File: src/design/nmea_gga_gsa_checksum_parser_unit_defines.svh
// ----------------------------------------------------------------------------
// NMEA GGA/GSA parser assertion macros
// Shared concurrent assertion forms, clocked and disabled in reset.
// ----------------------------------------------------------------------------
`ifndef NMEA_GGA_GSA_CHECKSUM_PARSER_UNIT_DEFINES_SVH
`define NMEA_GGA_GSA_CHECKSUM_PARSER_UNIT_DEFINES_SVH

// condition holds at every edge out of reset
`define NGGCP_ASSERT_ALWAYS(label, clk, rst_n, cond) \
  label: assert property (@(posedge clk) disable iff (!rst_n) (cond)) \
    else $error("nggcp: invariant violated");

// consequent holds in the same cycle as the antecedent
`define NGGCP_ASSERT_IMP(label, clk, rst_n, ante, cons) \
  label: assert property (@(posedge clk) disable iff (!rst_n) (ante) |-> (cons)) \
    else $error("nggcp: implication violated");

// consequent holds in the cycle after the antecedent
`define NGGCP_ASSERT_NEXT(label, clk, rst_n, ante, cons) \
  label: assert property (@(posedge clk) disable iff (!rst_n) (ante) |=> (cons)) \
    else $error("nggcp: next-cycle implication violated");

`endif

File: src/design/nggcp_pkg.sv
// ----------------------------------------------------------------------------
// NMEA GGA/GSA parser package
// Types, character codes, field codes and position tables of the parser.
// ----------------------------------------------------------------------------
package nggcp_pkg;

  localparam int CHAR_W = 8;
  localparam int FID_W  = 4;
  localparam int IDX_W  = 7;

  typedef logic [CHAR_W-1:0] char_t;
  typedef logic [FID_W-1:0]  fid_t;
  typedef logic [IDX_W-1:0]  idx_t;

  localparam char_t CH_DOLLAR = 8'h24;
  localparam char_t CH_STAR   = 8'h2A;
  localparam char_t CH_COMMA  = 8'h2C;
  localparam char_t CH_G      = 8'h47;
  localparam char_t CH_P      = 8'h50;
  localparam char_t CH_S      = 8'h53;
  localparam char_t CH_A      = 8'h41;
  localparam char_t CH_F      = 8'h46;
  localparam char_t CH_LA     = 8'h61;
  localparam char_t CH_LF     = 8'h66;
  localparam char_t CH_0      = 8'h30;
  localparam char_t CH_9      = 8'h39;

  localparam fid_t FID_UNIT = 4'd10;
  localparam fid_t FID_SAT  = 4'd11;

  localparam idx_t GGA_COUNT  = 7'd39;
  localparam idx_t GSA_FIRST  = 7'd8;
  localparam idx_t GSA_LIMIT  = 7'd64;
  localparam logic [3:0] GSA_COMMAS = 4'd8;

  typedef struct packed {
    logic restart;
    logic take;
    logic set_kind;
    logic hex_first;
    logic emit_init;
    logic emit_load;
  } nggcp_cmd_t;

  typedef struct packed {
    logic is_dollar;
    logic is_g;
    logic is_p;
    logic is_s;
    logic is_a;
    logic is_star;
    logic sum_ok;
    logic none_to_send;
    logic out_taken;
    logic out_last;
  } nggcp_sts_t;

  function automatic logic [4:0] hex_decode(input char_t c);
    logic [4:0] r;
    r = 5'd0;
    if (c >= CH_0 && c <= CH_9) begin
      r = {1'b1, 4'(c - CH_0)};
    end else if (c >= CH_A && c <= CH_F) begin
      r = {1'b1, 4'(c - CH_A + 8'd10)};
    end else if (c >= CH_LA && c <= CH_LF) begin
      r = {1'b1, 4'(c - CH_LA + 8'd10)};
    end
    return r;
  endfunction

  function automatic logic [5:0] gga_pos(input idx_t i);
    logic [5:0] p;
    case (i)
      7'd0:  p = 6'd6;   7'd1:  p = 6'd7;   7'd2:  p = 6'd8;   7'd3:  p = 6'd9;
      7'd4:  p = 6'd10;  7'd5:  p = 6'd11;  7'd6:  p = 6'd12;  7'd7:  p = 6'd13;
      7'd8:  p = 6'd14;  7'd9:  p = 6'd16;  7'd10: p = 6'd17;  7'd11: p = 6'd18;
      7'd12: p = 6'd19;  7'd13: p = 6'd20;  7'd14: p = 6'd21;  7'd15: p = 6'd22;
      7'd16: p = 6'd23;  7'd17: p = 6'd24;  7'd18: p = 6'd25;  7'd19: p = 6'd27;
      7'd20: p = 6'd29;  7'd21: p = 6'd30;  7'd22: p = 6'd31;  7'd23: p = 6'd32;
      7'd24: p = 6'd33;  7'd25: p = 6'd34;  7'd26: p = 6'd35;  7'd27: p = 6'd36;
      7'd28: p = 6'd37;  7'd29: p = 6'd38;  7'd30: p = 6'd39;  7'd31: p = 6'd41;
      7'd32: p = 6'd53;  7'd33: p = 6'd54;  7'd34: p = 6'd55;  7'd35: p = 6'd56;
      7'd36: p = 6'd57;  7'd37: p = 6'd58;  7'd38: p = 6'd60;
      default: p = 6'd0;
    endcase
    return p;
  endfunction

  function automatic fid_t gga_fid(input idx_t i);
    fid_t f;
    if (i < 7'd2) begin
      f = 4'd0;
    end else if (i < 7'd4) begin
      f = 4'd1;
    end else if (i < 7'd9) begin
      f = 4'd2;
    end else if (i < 7'd11) begin
      f = 4'd3;
    end else if (i < 7'd19) begin
      f = 4'd4;
    end else if (i < 7'd20) begin
      f = 4'd5;
    end else if (i < 7'd23) begin
      f = 4'd6;
    end else if (i < 7'd31) begin
      f = 4'd7;
    end else if (i < 7'd32) begin
      f = 4'd8;
    end else if (i < 7'd38) begin
      f = 4'd9;
    end else begin
      f = FID_UNIT;
    end
    return f;
  endfunction

endpackage

File: src/design/nggcp_in_if.sv
// ----------------------------------------------------------------------------
// NMEA parser input channel
// Valid/ready channel carrying one received sentence byte per transfer.
// ----------------------------------------------------------------------------
interface nggcp_in_if;
  import nggcp_pkg::*;

  logic  valid;
  logic  ready;
  char_t char_in;

  modport source (output valid, output char_in, input ready);
  modport sink   (input valid, input char_in, output ready);
endinterface

File: src/design/nggcp_out_if.sv
// ----------------------------------------------------------------------------
// NMEA parser result channel
// Valid/ready channel carrying one extracted character per transfer.
// ----------------------------------------------------------------------------
interface nggcp_out_if;
  import nggcp_pkg::*;

  logic  valid;
  logic  ready;
  char_t char_out;
  fid_t  field_id;
  logic  last_char;

  modport source (output valid, output char_out, output field_id, output last_char,
                  input ready);
  modport sink   (input valid, input char_out, input field_id, input last_char,
                  output ready);
endinterface

File: src/design/nggcp_ram.sv
// ----------------------------------------------------------------------------
// Generic RAM
// One write port, one read port with registered read data.
// ----------------------------------------------------------------------------
module nggcp_ram #(
  parameter int WIDTH = 8,
  parameter int DEPTH = 64
) (
  input  logic                     clk,
  input  logic                     we,
  input  logic [$clog2(DEPTH)-1:0] waddr,
  input  logic [WIDTH-1:0]         wdata,
  input  logic [$clog2(DEPTH)-1:0] raddr,
  output logic [WIDTH-1:0]         rdata
);

  logic [WIDTH-1:0] mem [DEPTH];
  logic [WIDTH-1:0] rdata_r;

  always_ff @(posedge clk) begin
    if (we) begin
      mem[waddr] <= wdata;
    end
    rdata_r <= mem[raddr];
  end

  assign rdata = rdata_r;

endmodule

File: src/design/nggcp_ctrl.sv
// ----------------------------------------------------------------------------
// NMEA parser controller
// Header match, body and checksum sequencing, and result burst pacing.
// ----------------------------------------------------------------------------
`include "nmea_gga_gsa_checksum_parser_unit_defines.svh"

module nggcp_ctrl (
  input  logic                 clk,
  input  logic                 rst_n,
  input  logic                 in_valid,
  output logic                 in_ready,
  input  nggcp_pkg::nggcp_sts_t sts,
  output nggcp_pkg::nggcp_cmd_t cmd
);
  import nggcp_pkg::*;

  typedef enum logic [3:0] {
    S_HUNT, S_G1, S_P, S_G2, S_KIND, S_A, S_BODY, S_HEX1, S_HEX2,
    S_RD, S_LD, S_SEND
  } state_t;

  state_t state_r;
  state_t state_nxt;
  logic   in_fire;

  always_comb begin
    state_nxt = state_r;
    cmd       = '0;
    in_ready  = 1'b0;
    in_fire   = 1'b0;
    case (state_r)
      S_HUNT, S_G1, S_P, S_G2, S_KIND, S_A, S_BODY, S_HEX1, S_HEX2: begin
        in_ready = 1'b1;
        in_fire  = in_valid;
      end
      default: begin
        in_ready = 1'b0;
      end
    endcase

    case (state_r)
      S_HUNT: begin
        if (in_fire && sts.is_dollar) begin
          cmd.restart = 1'b1;
          state_nxt   = S_G1;
        end
      end
      S_G1, S_P, S_G2, S_KIND, S_A: begin
        if (in_fire) begin
          if ((state_r == S_G1 && sts.is_g) || (state_r == S_P && sts.is_p) ||
              (state_r == S_G2 && sts.is_g) ||
              (state_r == S_KIND && (sts.is_g || sts.is_s)) ||
              (state_r == S_A && sts.is_a)) begin
            cmd.take = 1'b1;
            case (state_r)
              S_G1:    state_nxt = S_P;
              S_P:     state_nxt = S_G2;
              S_G2:    state_nxt = S_KIND;
              S_KIND: begin
                cmd.set_kind = 1'b1;
                state_nxt    = S_A;
              end
              default: state_nxt = S_BODY;
            endcase
          end else if (sts.is_dollar) begin
            cmd.restart = 1'b1;
            state_nxt   = S_G1;
          end else begin
            state_nxt = S_HUNT;
          end
        end
      end
      S_BODY: begin
        if (in_fire) begin
          if (sts.is_star) begin
            state_nxt = S_HEX1;
          end else begin
            cmd.take = 1'b1;
          end
        end
      end
      S_HEX1: begin
        if (in_fire) begin
          cmd.hex_first = 1'b1;
          state_nxt     = S_HEX2;
        end
      end
      S_HEX2: begin
        if (in_fire) begin
          if (sts.sum_ok && !sts.none_to_send) begin
            cmd.emit_init = 1'b1;
            state_nxt     = S_RD;
          end else begin
            state_nxt = S_HUNT;
          end
        end
      end
      S_RD: begin
        state_nxt = S_LD;
      end
      S_LD: begin
        cmd.emit_load = 1'b1;
        state_nxt     = S_SEND;
      end
      S_SEND: begin
        if (sts.out_taken) begin
          state_nxt = sts.out_last ? S_HUNT : S_LD;
        end
      end
      default: begin
        state_nxt = S_HUNT;
      end
    endcase
  end

  always_ff @(posedge clk) begin
    if (!rst_n) begin
      state_r <= S_HUNT;
    end else begin
      state_r <= state_nxt;
    end
  end

  `NGGCP_ASSERT_NEXT(a_burst_end_hunts, clk, rst_n, sts.out_taken && sts.out_last, state_r == S_HUNT)

endmodule

File: src/design/nggcp_dp.sv
// ----------------------------------------------------------------------------
// NMEA parser datapath
// Checksum, character store, digit capture and result output register.
// ----------------------------------------------------------------------------
`include "nmea_gga_gsa_checksum_parser_unit_defines.svh"

module nggcp_dp #(
  parameter int STORE_DEPTH = 64
) (
  input  logic                  clk,
  input  logic                  rst_n,
  input  nggcp_pkg::char_t      in_char,
  input  nggcp_pkg::nggcp_cmd_t cmd,
  output nggcp_pkg::nggcp_sts_t sts,
  input  logic                  out_ready,
  output logic                  out_valid,
  output nggcp_pkg::char_t      out_char,
  output nggcp_pkg::fid_t       out_fid,
  output logic                  out_last
);
  import nggcp_pkg::*;

  localparam int AW    = $clog2(STORE_DEPTH);
  localparam int CNT_W = $clog2(STORE_DEPTH + 1);
  localparam int ZW    = (CNT_W > IDX_W) ? CNT_W : IDX_W;

  logic [CNT_W-1:0] count_r, count_nxt;
  char_t            xor_r, xor_nxt;
  logic [3:0]       first_hex_r, first_hex_nxt;
  logic             hex_ok_r, hex_ok_nxt;
  logic             kind_r, kind_nxt;
  idx_t             idx_r, idx_nxt;
  logic [3:0]       commas_r, commas_nxt;
  logic             out_valid_r, out_valid_nxt;
  char_t            out_char_r, out_char_nxt;
  fid_t             out_fid_r, out_fid_nxt;
  logic             out_last_r, out_last_nxt;

  logic [4:0]       hex_in;
  logic             we;
  logic [AW-1:0]    raddr;
  char_t            rdata;
  logic             out_taken;
  logic             is_comma;
  logic [3:0]       commas_inc;
  idx_t             next_place;
  logic             gsa_last;

  nggcp_ram #(.WIDTH(CHAR_W), .DEPTH(STORE_DEPTH)) u_store (
    .clk   (clk),
    .we    (we),
    .waddr (count_r[AW-1:0]),
    .wdata (in_char),
    .raddr (raddr),
    .rdata (rdata)
  );

  assign hex_in     = hex_decode(in_char);
  assign out_taken  = out_valid_r && out_ready;
  assign is_comma   = (rdata == CH_COMMA);
  assign commas_inc = commas_r + {3'b000, is_comma};
  assign next_place = idx_r + IDX_W'(1);
  assign gsa_last   = (ZW'(next_place) >= ZW'(GSA_LIMIT)) ||
                      (ZW'(next_place) >= ZW'(count_r)) ||
                      (commas_inc == GSA_COMMAS);
  assign raddr      = kind_r ? AW'(idx_r) : AW'(gga_pos(idx_r));
  assign we         = cmd.take && (count_r < CNT_W'(STORE_DEPTH));

  always_comb begin
    sts.is_dollar    = (in_char == CH_DOLLAR);
    sts.is_g         = (in_char == CH_G);
    sts.is_p         = (in_char == CH_P);
    sts.is_s         = (in_char == CH_S);
    sts.is_a         = (in_char == CH_A);
    sts.is_star      = (in_char == CH_STAR);
    sts.sum_ok       = hex_ok_r && hex_in[4] && ({first_hex_r, hex_in[3:0]} == xor_r);
    sts.none_to_send = kind_r && (ZW'(count_r) <= ZW'(GSA_FIRST));
    sts.out_taken    = out_taken;
    sts.out_last     = out_last_r;
  end

  always_comb begin
    count_nxt     = count_r;
    xor_nxt       = xor_r;
    first_hex_nxt = first_hex_r;
    hex_ok_nxt    = hex_ok_r;
    kind_nxt      = kind_r;
    idx_nxt       = idx_r;
    commas_nxt    = commas_r;
    out_valid_nxt = out_taken ? 1'b0 : out_valid_r;
    out_char_nxt  = out_char_r;
    out_fid_nxt   = out_fid_r;
    out_last_nxt  = out_last_r;

    if (cmd.restart) begin
      count_nxt = '0;
      xor_nxt   = '0;
    end
    if (cmd.take) begin
      xor_nxt = xor_r ^ in_char;
      if (we) begin
        count_nxt = count_r + CNT_W'(1);
      end
    end
    if (cmd.set_kind) begin
      kind_nxt = sts.is_s;
    end
    if (cmd.hex_first) begin
      first_hex_nxt = hex_in[3:0];
      hex_ok_nxt    = hex_in[4];
    end
    if (cmd.emit_init) begin
      idx_nxt    = kind_r ? GSA_FIRST : '0;
      commas_nxt = '0;
    end
    if (cmd.emit_load) begin
      out_valid_nxt = 1'b1;
      out_char_nxt  = rdata;
      out_fid_nxt   = kind_r ? FID_SAT : gga_fid(idx_r);
      out_last_nxt  = kind_r ? gsa_last : (idx_r == GGA_COUNT - IDX_W'(1));
      idx_nxt       = next_place;
      commas_nxt    = commas_inc;
    end
  end

  always_ff @(posedge clk) begin
    if (!rst_n) begin
      count_r     <= '0;
      xor_r       <= '0;
      first_hex_r <= '0;
      hex_ok_r    <= 1'b0;
      kind_r      <= 1'b0;
      idx_r       <= '0;
      commas_r    <= '0;
      out_valid_r <= 1'b0;
      out_last_r  <= 1'b0;
    end else begin
      count_r     <= count_nxt;
      xor_r       <= xor_nxt;
      first_hex_r <= first_hex_nxt;
      hex_ok_r    <= hex_ok_nxt;
      kind_r      <= kind_nxt;
      idx_r       <= idx_nxt;
      commas_r    <= commas_nxt;
      out_valid_r <= out_valid_nxt;
      out_last_r  <= out_last_nxt;
    end
  end

  always_ff @(posedge clk) begin
    out_char_r <= out_char_nxt;
    out_fid_r  <= out_fid_nxt;
  end

  assign out_valid = out_valid_r;
  assign out_char  = out_char_r;
  assign out_fid   = out_fid_r;
  assign out_last  = out_last_r;

  `NGGCP_ASSERT_ALWAYS(a_count_bounded, clk, rst_n, count_r <= CNT_W'(STORE_DEPTH))
  `NGGCP_ASSERT_IMP(a_gga_ends_on_unit, clk, rst_n, out_valid_r && out_last_r && !kind_r, out_fid_r == FID_UNIT)

endmodule

File: src/design/nmea_gga_gsa_checksum_parser_unit.sv
// ----------------------------------------------------------------------------
// NMEA GGA/GSA checksum parser
// Hunts for $GPGGA/$GPGSA sentences and emits selected fields once checked.
// ----------------------------------------------------------------------------
// Takes one byte per cycle while parsing. The checksum covers every byte from
// the first G up to '*' and the first STORE_DEPTH of them land in a RAM with
// one write and one read port. When the two hex digits after '*' match, the
// block stops taking bytes and sends a burst: 39 characters for GGA, or up to
// 56 for GSA ending at the eighth comma or the end of the stored bytes. Each
// result is read from the RAM and then loaded into the output register, and
// the burst is stretched by any stall on the result side; input is accepted
// again once the last character has been transferred. GGA fields beyond the
// end of a short sentence come from whatever an earlier sentence left in the
// store.
// ----------------------------------------------------------------------------
`include "nmea_gga_gsa_checksum_parser_unit_defines.svh"

module nmea_gga_gsa_checksum_parser_unit #(
  parameter int STORE_DEPTH = 64
) (
  input  logic        clk,
  input  logic        rst_n,
  nggcp_in_if.sink    in_if,
  nggcp_out_if.source out_if
);
  import nggcp_pkg::*;

  nggcp_cmd_t cmd;
  nggcp_sts_t sts;
  logic       in_ready;
  logic       out_valid;
  char_t      out_char;
  fid_t       out_fid;
  logic       out_last;

  nggcp_ctrl u_ctrl (
    .clk      (clk),
    .rst_n    (rst_n),
    .in_valid (in_if.valid),
    .in_ready (in_ready),
    .sts      (sts),
    .cmd      (cmd)
  );

  nggcp_dp #(.STORE_DEPTH(STORE_DEPTH)) u_dp (
    .clk       (clk),
    .rst_n     (rst_n),
    .in_char   (in_if.char_in),
    .cmd       (cmd),
    .sts       (sts),
    .out_ready (out_if.ready),
    .out_valid (out_valid),
    .out_char  (out_char),
    .out_fid   (out_fid),
    .out_last  (out_last)
  );

  assign in_if.ready      = in_ready;
  assign out_if.valid     = out_valid;
  assign out_if.char_out  = out_char;
  assign out_if.field_id  = out_fid;
  assign out_if.last_char = out_last;

  `NGGCP_ASSERT_IMP(a_no_input_during_burst, clk, rst_n, in_ready, !out_valid)

endmodule
File: src/flat_wrapper.sv
// flat-port wrapper written by rule: the top's interface ports become plain ports
module nmea_gga_gsa_checksum_parser_unit_flat import nggcp_pkg::*;
#(
  parameter int STORE_DEPTH = 64
)
  (clk, rst_n, in_if_valid, in_if_char_in, in_if_ready, out_if_valid, out_if_char_out, out_if_field_id, out_if_last_char, out_if_ready);
  nggcp_in_if in_if_i ();
  nggcp_out_if out_if_i ();
  input  logic clk;
  input  logic rst_n;
  input wire logic [$bits(in_if_i.valid)-1:0] in_if_valid;
  input wire logic [$bits(in_if_i.char_in)-1:0] in_if_char_in;
  output wire logic [$bits(in_if_i.ready)-1:0] in_if_ready;
  output wire logic [$bits(out_if_i.valid)-1:0] out_if_valid;
  output wire logic [$bits(out_if_i.char_out)-1:0] out_if_char_out;
  output wire logic [$bits(out_if_i.field_id)-1:0] out_if_field_id;
  output wire logic [$bits(out_if_i.last_char)-1:0] out_if_last_char;
  input wire logic [$bits(out_if_i.ready)-1:0] out_if_ready;
  assign in_if_i.valid = in_if_valid;
  assign in_if_i.char_in = in_if_char_in;
  assign in_if_ready = in_if_i.ready;
  assign out_if_valid = out_if_i.valid;
  assign out_if_char_out = out_if_i.char_out;
  assign out_if_field_id = out_if_i.field_id;
  assign out_if_last_char = out_if_i.last_char;
  assign out_if_i.ready = out_if_ready;
  nmea_gga_gsa_checksum_parser_unit #(.STORE_DEPTH(STORE_DEPTH)) u_core (.clk(clk), .rst_n(rst_n), .in_if(in_if_i), .out_if(out_if_i));
endmodule
File: config.mk
export PLATFORM = sky130hd
export DESIGN_NAME = nmea_gga_gsa_checksum_parser_unit_flat
export DESIGN_NICKNAME = d
export VERILOG_FILES = /design/src/design/nggcp_pkg.sv /design/src/design/nggcp_in_if.sv /design/src/design/nggcp_out_if.sv /design/src/design/nggcp_ram.sv /design/src/design/nggcp_ctrl.sv /design/src/design/nggcp_dp.sv /design/src/design/nmea_gga_gsa_checksum_parser_unit.sv /design/src/flat_wrapper.sv
export VERILOG_INCLUDE_DIRS = /design/src /design/src/design
export SDC_FILE = /design/constraint.sdc
export NUM_CORES = 1
export LEC_CHECK = 0
export ABC_AREA = 1
export BUFFER_PORTS_ARGS = -buffer_cell sky130_fd_sc_hd__buf_2
export CAP_MARGIN = 20
export CORE_AREA = 4 4 231 233
export CTS_BUF_LIST = sky130_fd_sc_hd__clkbuf_8
export CTS_CLUSTER_SIZE = 10
export DETAILED_ROUTE_END_ITERATION = 12
export DIE_AREA = 0 0 235 237
export SYNTH_ARGS = -nofsm -noshare
export SYNTH_HDL_FRONTEND = slang
export SYNTH_HIERARCHICAL = 1
export SYNTH_SLANG_ARGS = --single-unit
File: constraint.sdc
create_clock -name clk -period 6.1 [get_ports clk]
set_input_delay 0.61 -clock clk [delete_from_list [all_inputs] [get_ports clk]]
set_output_delay 0.61 -clock clk [all_outputs]
set_load 0.01 [all_outputs]
Yosys cells after proc, flatten, opt, wreduce, memory -nomap -nowiden
Memory sizes are Yosys's and may differ from the RTL's. A register that Yosys moved wholly into a read port is not among the register bits.
Cells that the tools add are included.

operators by class
  add/sub/neg operators = 8
  bitwise operators = 1
  shift operators = 0
  multiplexer cells = 64
  reductions and logical operators = 31
  divide/modulo/power cells = 0
  equal/unequal tests = 28
  multipliers = 0
  order comparisons = 20

operators with widths
  kind                                                                    number
  4-bit 2-to-1 mux                                                        21
  7-bit 2-to-1 mux                                                        5
  8-bit by 7-bit equality test with 1-bit output (second input constant)  4
  4-bit case mux with 8 select lines                                      1
  7-bit by 5-bit < comparator with 1-bit output (second input constant)   4
  8-bit by 6-bit equality test with 1-bit output (second input constant)  3
  6-bit 2-to-1 mux                                                        4
  1-bit 2-to-1 mux                                                        21
  4-bit equality test (second input constant)                             5
  4-bit by 3-bit equality test with 1-bit output (second input constant)  4
  8-bit by 7-bit >= comparator with 1-bit output (second input constant)  2
  8-bit by 7-bit <= comparator with 1-bit output (second input constant)  2
  8-bit 2-to-1 mux                                                        2
  1-bit logical AND                                                       15
  5-bit 2-to-1 mux                                                        3
  7-bit by 1-bit adder with 7-bit output (second input constant)          2
  7-bit by 4-bit < comparator with 1-bit output (second input constant)   2
  7-bit by 6-bit < comparator with 1-bit output (second input constant)   2
  2-bit != test (second input constant)                                   6
  3-bit case mux with 4 select lines                                      1
  4-bit by 1-bit subtractor with 4-bit output (second input constant)     3
  5-bit OR reduction                                                      2
  9-bit OR reduction                                                      1
  4-bit adder (second input constant)                                     2
  other kinds (23)                                                        35

word-level totals
  RAM bits = 512
  bits in read-only memories = 384
  flip-flop bits (word level) = 50
  memories = 2
  bits in latches = 0
  input bits = 12
  word-level logic and storage cells = 167
  output and inout port bits = 15

memory list
  memory                   depth  bits a word  read ports  clocked after memory_dff  write ports  line             RTL
  u_core.u_dp.u_store.mem  64     8            1           1                         1            nggcp_ram.sv:17  logic [WIDTH-1:0] mem [DEPTH];
  (no name shown)          64     6            1           1                         0            nggcp_pkg.sv:73  case (i)

Depth between registers and ports, before layout
  depth after elaboration = 15
  gate-level depth with buffers = 32
  gate-level depth less buffers = 32

Modules after synthesis
Netlist, hierarchy kept.

modules (own cells, without submodules)
  module      times used  area an instance (µm²)  cells an instance  sequential area each (µm²)
  nggcp_ram   1           21339.2                 1805               15534.9
  nggcp_dp    1           3509.6                  499                1161.1
  nggcp_ctrl  1           479.2                   88                 80.1

Least setup slack after synthesis
OpenSTA, ideal clock, no wires.

  kind = input to register
  start point = input port in_if_char_in[3]
  end point = memory u_core.u_dp.u_store.mem[48][0] (enable)
  arrival = 3.408 ns
  stages = 16
  setup slack = 2.297 ns
  path buffers = 3
  path through = buf_2 -> inv_1 -> nand2_1 -> nor3_1 -> inv_1 -> nand2_1 -> nand3_1 -> nand2_1 -> nor2_2 -> a21oi_1 -> buf_2 -> nand2_1 -> inv_1 -> clkbuf_1 -> nand4_1 -> nor4_1

RTL lines
  what                line                RTL
  start: declaration  flat_wrapper.sv:12  input wire logic [$bits(in_if_i.char_in)-1:0] in_if_char_in;
  end: declaration    nggcp_ram.sv:17

==> out/metrics.yaml <==
status: "complete, no violations"
ctsLongestPathBuffers: 3
grt_setup_unrepaired: "no"
synthCells: 2392
endpoint_kind: "register"
busiest_layer: "met2"
tritoncts_num_sinks: 576
remaining_drc_errors: 0
first_pass_grt_wire_length_mm: 99.3
timing.critical_path.from_type: "primary input"
synth_cell_types: 47
most_common_cell_after_layout_fill_and_taps_aside: "sky130_fd_sc_hd__nand2_1"
worstReg2RegStart: "u_core/u_ctrl/state_r[2]"
slew_viol_final: 0
post_cts.resized_instances: 0
ratio_of_cells_with_drive_above_1_in_the_final_layout: 0.0959
max-cap-violations: 0
report.final.hold_viol_count: 0
n_fill_cell: 4486
post-route-period-util: 0.757
viasPerCell: 5.56
post_synthesis_register_bit_count: 576
core_mm2: 0.0512
io_pins: 27
fin_tns_setup_ns: 0
wire_per_inst_um: 20.3
worst_slew_pin_slew_ns: 1.01
antenna_cells: 0
synth_async_sr_flop_share: 0
clockRootBuffer: "sky130_fd_sc_hd__clkbuf_8"
hp-class: "primary input to register"
hold_path_startpoint: "out_if_ready"
tightest_slew_margin_relative_to_the_limit: 0.325
clkTransAtPathRegs_ns: 0.06
detail_route.first_pass.iterations: 5
worst-r2r-cell-count: 10
synth-warning-count: 6
postRouteWirelength_mm: 64.6
layout.cells.most_common_list: "813 x sky130_fd_sc_hd__nand2_1, 524 x sky130_fd_sc_hd__edfxtp_1, 498 x sky130_fd_sc_hd__nand3_1"
via_count: 17700
clock_tree.htree_level_count: 3
port_buffers: 26
die_width_um: 235
multi_input_comb_area_mm2: 0.00733
mappedNetlistArea_mm2: 0.0253
grt_util_all_layers: 0.228
dominantRegCellSynth: "sky130_fd_sc_hd__edfxtp_1"
worstPathMaxFanout: 29
report.power.total_w: 0.00746
globalRouteMet1Util: 0.319
layout_min_cycle_time_ns: 4.62
grt_pass1_vias: 17200
ant_nets: 0
crit_type: "primary input to register"
whs_ns: 0.241
post_cts.repair.setup_buffers: 0
postSynthNetCount: 2427
design.die.area_mm2: 0.0557
synth.yosys.seq_area_share: 0.662
detail_route.iter0.violations: 1567
use_met3: 0.0360
setup_viol_count_final: 0
cts_hold_repair.buffers: 0
die-height_um: 237
hold-path-endpoint: "u_core/u_dp/out_valid"
initial_utilization: 0.495
syn2layout_area_growth_pct: 8.60
finish.cell_count_without_fillers: 3183
place_worst_setup_slack_ns: 0.862
post-dp-hpwl_mm: 38.3
finalClockSkew_ns: 0.0347
fmax_mhz: 217
cp_data_arrival_time_ns: 4.90
global_route.usage.met2: 0.363
place_inst: 3014
postLayoutSetupSlackWorst_ns: 1.48
layout.area.seq_mm2: 0.0168
grt_antenna_before_repair: 0
cp_data_required_time_ns: 6.38
cts_tree: "done"
grt_max_degree: 163
grt_overflow_total: 0
worst_skew_pair.late_latency_ns: 0.69
static-leakage-power_nw: 10.2
synth-edff-count: 524
syn_avg_cell_area_um2: 10.6
min_path_cells: 4
rows: 83
tritoncts.num_buffers: 93
powerDensity_mw_per_mm2: 271
layout.nets: 2466
max-vdd-ir-drop_mv: 0.115
worst-r2r-setup-slack_ns: 2.07
r2r_end: "u_core/u_dp/u_store/mem[14][0]"
place.gp.congestion: 0.963
==> flip-flops by register name (all words and copies together), names as in the netlist, 7 cells and up, named ones only <==
register and cells:
u_core/u_dp/u_store/mem 512, u_core/u_dp/count_r 7, u_core/u_dp/xor_r 8, u_core/u_dp/idx_r 7, u_core/u_dp/out_char 8, u_core/u_dp/u_store/rdata 8
==> cell usage after synthesis, drive strengths merged (2+ instances only) <==
| cell | n | area (um^2) |
|---|---|---|
| nand2 | 829 | 3160 |
| edfxtp | 524 | 15700 |
| nand3 | 503 | 2560 |
| buf | 109 | 837 |
| nor2 | 98 | 410 |
| inv | 92 | 350 |
| dfxtp | 52 | 1040 |
| o21ai | 41 | 213 |
| a21oi | 31 | 155 |
| ha | 23 | 288 |
| clkbuf | 18 | 67.6 |
| nand4 | 16 | 115 |
| nor3 | 12 | 70.1 |
| nor4 | 11 | 68.8 |
| a221oi | 7 | 61.3 |
| or2 | 6 | 40.0 |
| xor2 | 4 | 42.6 |
| a211oi | 2 | 15.0 |
| and2 | 2 | 12.5 |
| nand3b | 2 | 15.0 |
| o211ai | 2 | 15.0 |
| xnor2 | 2 | 17.5 |
==> layout make-up <==
cell class / instances / share of cell area
Multi-Input combinational cell: 1596 / 0.266
Clock inverter: 67 / 0.0111
Timing Repair Buffer: 71 / 0.0186
Sequential cell: 576 / 0.610
Tap cell: 680 / 0.0309
Clock buffer: 100 / 0.0500
Inverter: 93 / 0.0130
==> metrics by stage <==
step | util | cell area, um^2
3_3_place_gp | 0.504 | 25800
3_5_place_dp | 0.504 | 25800
4_1_cts | 0.537 | 27500
5_1_grt | 0.537 | 27500
6_report | 0.537 | 27500
2_1_floorplan | - | 25300
==> layer usage <==
layer  share of wire  wire length (um)  vias to the layer above
li1                -                 -                     8365
met1            0.44             28700                     8618
met2            0.46             29900                      582
met3           0.062              3980                      120
met4           0.031              2020                        0
met5               0                 0                        -
==> worst max path at each step <==
stage / slack, ns / cells past startpoint / start / end
3_3_place_gp: 0.99 / 15 / in_if_char_in[0] / u_core/u_dp/u_store/mem[15][4]
2_1_floorplan: 2.30 / 16 / in_if_char_in[3] / u_core/u_dp/u_store/mem[48][0]
6_report: 1.48 / 15 / in_if_char_in[0] / u_core/u_dp/u_store/mem[14][0]
3_5_place_dp: 0.86 / 15 / in_if_char_in[0] / u_core/u_dp/u_store/mem[23][3]
4_1_cts: 1.58 / 15 / in_if_char_in[0] / u_core/u_dp/u_store/mem[31][0]
5_1_grt: 1.23 / 15 / in_if_char_in[0] / u_core/u_dp/u_store/mem[14][0]
==> power by group <==
| part | internal [W] | switching (W) | total (W) |
|---|---|---|---|
| Clock | 0.00155 | 0.00149 | 0.00304 |
| Combinational | 0.0000167 | 0.000100 | 0.000117 |
| Sequential | 0.00430 | 0.00000108 | 0.00430 |
| Total | 0.00586 | 0.00159 | 0.00746 |
==> logic make-up after synthesis <==
family / after synthesis / synth area share
simple gates: 1480 / 0.255
flops: 576 / 0.662
buf+inv: 220 / 0.0497
compound gates: 87 / 0.0193
fa+ha+maj: 23 / 0.0114
xor+xnor: 6 / 0.00237
==> critical path, cell delays in order <==
cell and delay, ns:
sky130_fd_sc_hd__buf_2 0.51, sky130_fd_sc_hd__ha_1 0.31, sky130_fd_sc_hd__inv_1 0.07, sky130_fd_sc_hd__nor4_1 0.36, sky130_fd_sc_hd__inv_1 0.09, sky130_fd_sc_hd__nand2_1 0.08
sky130_fd_sc_hd__nand3_1 0.10, sky130_fd_sc_hd__nand2_1 0.13, sky130_fd_sc_hd__nor2_2 0.07, sky130_fd_sc_hd__a21oi_1 0.12, sky130_fd_sc_hd__buf_4 0.19, sky130_fd_sc_hd__nand2_1 0.13
sky130_fd_sc_hd__inv_1 0.33, sky130_fd_sc_hd__nand4_1 0.79, sky130_fd_sc_hd__nor2_1 0.97
(Power assumes the default switching activity.)
